===== src/rtl/epi_pkg.sv =====
// package for the eased point interpolator
// types, codes and constants shared by the rtl files other than epi_ram; no dependencies
`default_nettype none

package epi_pkg;

   localparam int MAX_POINTS_DEF = 64;

   localparam int COORD_W   = 32;
   localparam int PROG_W    = 17;
   localparam int DIV_NUM_W = 40;
   localparam int DIV_DEN_W = 23;
   localparam int DIV_STEPS = DIV_NUM_W;

   localparam logic [PROG_W-1:0]    ONE_Q16     = 17'h10000;
   localparam int                   RECIP_SHIFT = 32;
   localparam logic [25:0]          EASE_RECIP  = 26'd42949673;
   localparam logic [DIV_NUM_W-1:0] EASE_BIAS   = 40'd3276800;
   localparam logic [DIV_NUM_W-1:0] EASE_BASE   = 40'd386547056640;
   localparam logic [DIV_NUM_W-1:0] EASE_LIN    = 40'd1179648;

   localparam logic [19:0] DURATION_RST = 20'd196608;
   localparam logic [6:0]  COUNT_RST    = 7'd1;

   typedef enum logic [2:0] {
      KIND_LOAD    = 3'd0,
      KIND_TICK    = 3'd1,
      KIND_START   = 3'd2,
      KIND_REVERSE = 3'd3,
      KIND_RESET   = 3'd4
   } kind_type;

   typedef enum logic [1:0] {
      PH_START  = 2'd0,
      PH_MOVING = 2'd1,
      PH_END    = 2'd2
   } phase_type;

   typedef enum logic [1:0] {
      EASE_LINEAR = 2'd0,
      EASE_INOUT  = 2'd1,
      EASE_BOUNCE = 2'd2
   } easing_type;

   typedef enum logic [1:0] {
      REG_DURATION = 2'd0,
      REG_EASING   = 2'd1,
      REG_COUNT    = 2'd2
   } reg_index_type;

   typedef struct packed {
      logic div_start;
      logic div_take;
      logic sq_load;
      logic ease_load;
      logic ediv_start;
      logic ediv_take;
      logic cnt_clear;
      logic cnt_inc;
      logic mul_load;
      logic out_load;
   } ctrl_cmd_type;

   typedef struct packed {
      logic tick_go;
      logic div_done;
      logic ease_div;
      logic n_zero;
      logic last;
      logic out_taken;
   } ctrl_status_type;

endpackage

`default_nettype wire


===== src/rtl/epi_ctrl.sv =====
// controller state machine sequencing a tick through the datapath
// depends on epi_pkg
`default_nettype none

module epi_ctrl import epi_pkg::*; (
   input  wire logic            clock,
   input  wire logic            reset,
   input  wire logic            req_valid,
   output logic                 req_ready,
   input  wire ctrl_status_type status,
   output ctrl_cmd_type         cmd
);
   typedef enum logic [3:0] {
      ST_IDLE,
      ST_DSTART,
      ST_DIV,
      ST_SQ,
      ST_EASE,
      ST_EDIV,
      ST_RD,
      ST_MUL,
      ST_SUM,
      ST_OUT
   } state_type;

   state_type state_ff;
   state_type state_in;

   always_comb begin
      cmd       = '0;
      state_in  = state_ff;
      req_ready = 1'b0;
      case (state_ff)
         ST_IDLE: begin
            req_ready = 1'b1;
            if (req_valid) begin
               cmd.cnt_clear = 1'b1;
               if (status.tick_go) begin
                  state_in = ST_DSTART;
               end
            end
         end
         ST_DSTART: begin
            cmd.div_start = 1'b1;
            state_in      = ST_DIV;
         end
         ST_DIV: begin
            if (status.div_done) begin
               cmd.div_take = 1'b1;
               state_in     = ST_SQ;
            end
         end
         ST_SQ: begin
            cmd.sq_load = 1'b1;
            state_in    = ST_EASE;
         end
         ST_EASE: begin
            if (status.ease_div) begin
               cmd.ediv_start = 1'b1;
               state_in       = ST_EDIV;
            end else begin
               cmd.ease_load = 1'b1;
               state_in      = status.n_zero ? ST_IDLE : ST_RD;
            end
         end
         ST_EDIV: begin
            cmd.ediv_take = 1'b1;
            state_in      = status.n_zero ? ST_IDLE : ST_RD;
         end
         ST_RD: begin
            state_in = ST_MUL;
         end
         ST_MUL: begin
            cmd.mul_load = 1'b1;
            state_in     = ST_SUM;
         end
         ST_SUM: begin
            cmd.out_load = 1'b1;
            state_in     = ST_OUT;
         end
         ST_OUT: begin
            if (status.out_taken) begin
               cmd.cnt_inc = 1'b1;
               state_in    = status.last ? ST_IDLE : ST_RD;
            end
         end
         default: begin
            state_in = ST_IDLE;
         end
      endcase
   end

   always_ff @(posedge clock) begin
      if (reset) begin
         state_ff <= ST_IDLE;
      end else begin
         state_ff <= state_in;
      end
   end

endmodule

`default_nettype wire

===== config.mk =====
export PLATFORM = sky130hd
export DESIGN_NAME = epi_ctrl
export DESIGN_NICKNAME = d
export VERILOG_FILES = /design/src/rtl/epi_pkg.sv /design/src/rtl/epi_ctrl.sv
export SDC_FILE = /design/constraint.sdc
export NUM_CORES = 1
export LEC_CHECK = 0
export BUFFER_PORTS_ARGS = -buffer_cell sky130_fd_sc_hd__buf_2
export CAP_MARGIN = 20
export CORE_AREA = 8 8 45 47
export DETAILED_ROUTE_END_ITERATION = 7
export DIE_AREA = 0 0 53 55
export PLACE_DENSITY = 0.55
export REMOVE_ABC_BUFFERS = 1
export SETUP_SLACK_MARGIN = 0.15
export SLEW_MARGIN = 20
export SYNTH_ARGS = -nofsm -noshare
export SYNTH_HDL_FRONTEND = slang
export SYNTH_SLANG_ARGS = --single-unit

===== constraint.sdc =====
create_clock -name clock -period 1.6 [get_ports clock]
set_clock_uncertainty 0.2 [all_clocks]
set_input_delay 0.24 -clock clock [delete_from_list [all_inputs] [get_ports clock]]
set_output_delay 0.24 -clock clock [all_outputs]
set_load 0.02 [all_outputs]

======== After elaboration in Yosys (flattened, before gate mapping) ========
Index checks and enable logic that the tools add are counted.
Widths: inputs -> output; s select.
storage, ports and cells
  flip-flop bits (word level) ............. 4
  bits of input ports ..................... 9
  output and inout port bits .............. 11
  word-level logic and storage cells ...... 39
operators by class
  equal/unequal tests ..................... 13
  muxes and demuxes ....................... 23
  reductions and logical operators ........ 2
operators by type and width
  cell                number
  $pmux 4 s10         1
  $eq 4x3->1 const B  4
  $mux 4              4
  $mux 1              14
  $mux 3              3
  $eq 4x2->1 const B  2
  $eq 4x4->1 const B  2
  $ne 2x2->1 const B  4
  $eq 4x1->1 const B  1
  $logic_not 4->1     1
  $reduce_and 4->1    1
  $mux 2              1

======== Logic depth before layout (Yosys ltp) ========
  depth in word-level cells ............... 3
  gate-level depth with buffers ........... 4
  gate-level depth less buffers ........... 4

======== Worst setup path before layout ========
No wires, ideal clock.
  kind .................................... register to output
  from .................................... register state_ff[0]
  to ...................................... output port cmd[3] (netlist name)
  arrival time ............................ 1520 ps
  data required time ...................... 1160 ps
  slack ................................... -360 ps
  cell stages (with the launch flop) ...... 3
  path buffers ............................ 0
  cell sequence ........................... dfxtp_1 nor4_1 and2_1
RTL lines
  what                      RTL line        source
  start: declaration        epi_ctrl.sv:26  state_type state_ff;
  start signal: assignment  epi_ctrl.sv:97  state_ff <= state_in;
  end: declaration          epi_ctrl.sv:11  output ctrl_cmd_type cmd

==> results.cfg <==
[yosys]
post-synth-top-count-cell = nor2_1
synth_common_cells = nor2_1, nand2_1, dfxtp_1
postSynthCellCount = 52
synth-seq-cells = 4
ys_warn_count = 0
ys_top_cells_by_area = dfxtp_1, nor2_1, nand2_1, nand2b_1, nor4_1
syn_area_um2 = 363
synth-edff-count = 0
syn_avg_cell_area_um2 = 6.98
synth_top_area_share_pct = 22.1
synth_top_area_cell = dfxtp_1
synth.distinct_cells = 28
ys_seq_area_share_pct = 22.1
synth_ff_type = dfxtp_1
async_flop_share_pct = 0

[worst_setup_path]
end_kind = output pin
r2r-end = state_ff[2]
worstPathArrival_ns = 1.25
cp.required_ns = 1.16
critPathMaxFanout = 6
r2r-start = state_ff[1]
reg2reg_depth = 5
startpoint_type = register
path_class = register to output pin
rrSetupSlack_ns = -0.02

[job]
cap_violations = 0

[global_routing]
grt_max_degree = 10
track_usage_pct = 8.52
grt-ovfl-total = 0
antenna_found_initial = 0
grt_pass1_vias = 474
grt_pass1_wl_mm = 1.90

[pwr]
pwr_density_cell_mw_per_mm2 = 492
p_seq_share_pct = 30.2
vdd_drop_max_uv = 310
total_power_mw = 0.366
pwr-share-clk_pct = 32.8
p_int_mw = 0.252
power_switching_share_pct = 31.1
p_leak_nw = 0.293
p_switching_mw = 0.114
p_comb_share_pct = 37.0

[detailed_routing]
drcViolationCount = 0
dr_total_vias = 498
drt_first_pass_iters = 4
wl_per_cell_um = 13.4
vias_per_cell = 5.08
wirelength_mm = 1.32
ant_nets = 0
drtIter0Drc = 4

[place]
placed_area_um2 = 523
hpwl_um = 906
port_buffers = 19
numPlacedInstances = 92
gp_congestion = 0.820
post-place-ws_ns = -0.00680

[worst_hold_path]
worstHoldStart = reset
worstHoldPathCells = 2
hold_path_end = state_ff[1]
hold_class = input port to register

[finish]
regMostFlops = state_ff
instances_no_fill = 98
final_layout_size_suffix_gt1_share_pct = 64.6
final_core_util_pct = 53.7
fin_area_um2 = 743
nNetsFinal = 93
num_antenna_cells = 0
area_growth_pct = 105
largest_register_ffs = 4
top_regs = state_ff (4)

[clock_tree]
cts_buffer_depth = 2
clock-sinks = 4
cts_tree = done
cts-root-buf = clkbuf_4
hold_buffers = 0
cts_max_level = 1
cts_buffers = 3
path_clk_slew_ns = 0.04
worstSkewPairLatency_ns = 0.23

[die]
die_x_um = 53
io_pins = 20
die_h_um = 55
rows = 14
start_util_pct = 26.2
core_area_mm2 = 0.00138
dieArea_mm2 = 0.00292

[sta]
fmax_mhz = 592
rsz0062_at_grt = true
post-route-worst-setup-slack_ns = -0.0884
period_needed_ns = 1.69
slew_viol_final = 0
worstMarginPinSlew_ns = 0.357
hold_viol_final = 0
timing.final.crit_share_pct = 106
setup_viol = 6
timing.slew.headroom_pct = 76.0
finalSetupTns_ns = -0.279
hold_ws_ns = 0.0191

[outcome]
status = finished, violations left
violations = negative setup slack
==> worst max-delay path, cell delays in order, from the launching register on <==
cell     delay (ns)
dfxtp_4        0.38
or2b_1         0.26
nor4b_2        0.21
buf_4          0.18
==> layout by cell type, fill, tap and decap left out, types with 2 or more instances in the layout <==
cell type / Yosys / layout
buf_4: 0 / 14
buf_2: 0 / 8
buf_6: 0 / 6
nand2_1: 6 / 5
nor2_1: 9 / 4
dfxtp_4: 0 / 4
nor2_2: 0 / 3
clkbuf_4: 0 / 3
nor2_4: 0 / 2
nand2b_4: 0 / 2
nor4_4: 0 / 2
nor2b_1: 2 / 2
o21ai_1: 1 / 2
a21oi_1: 2 / 2
==> final cells by class <==
class	instances	area (um^2)
repair buffers	29	228
flip-flops and latches	4	95.1
fillers	142	641
multi-input cells	45	374
clock buffers	3	22.5
inverters	1	3.75
well taps	16	20.0
==> metal layers <==
metal	up-vias	part of all wire, %	global-route usage, %
li1	253	-	-
met1	229	37	8.50
met2	14	53	14.6
met3	2	8.9	2.94
met4	0	0.46	6.03
met5	-	0	0
==> kinds of logic (layout without fill, tap and decap cells) <==
logic type | count (synthesis) | count (layout) | share of synthesized area, %
buffers and inverters | 3 | 33 | 3.10
flip-flops | 4 | 4 | 22.1
multiplexers | 1 | 1 | 2.76
AO/OA/AOI/OAI | 12 | 12 | 25.5
AND/OR/NAND/NOR | 32 | 32 | 46.6
==> worst max-delay path by stage <==
stage | startpoint | endpoint | slack, ns | depth (start not counted)
after floorplan | state_ff[0] | cmd[3] | -0.45 | 2
after global placement | state_ff[1] | state_ff[2] | -0.02 | 5
after detailed placement | state_ff[1] | state_ff[2] | -0.007 | 5
after CTS | state_ff[1] | cmd[8] | -0.12 | 3
after global routing | state_ff[1] | cmd[8] | -0.14 | 3
final | state_ff[1] | cmd[8] | -0.09 | 3
==> power groups by stage <==
stage          combinational (mW)  sequential [mW]  clock, mW
6_report                    0.135            0.111      0.120
5_1_grt                     0.146            0.111      0.137
4_1_cts                     0.114            0.113      0.125
3_5_place_dp               0.0972            0.114          0
3_3_place_gp               0.0969            0.113          0
2_1_floorplan              0.0520            0.115          0
==> repair_timing <==
action	CTS	global route
endpoints found under the setup margin	14	14
gates resized for setup	28	20
setup buffers	1	2
cloned	0	0
pin swaps	3	3
(Power assumes the default switching activity.)
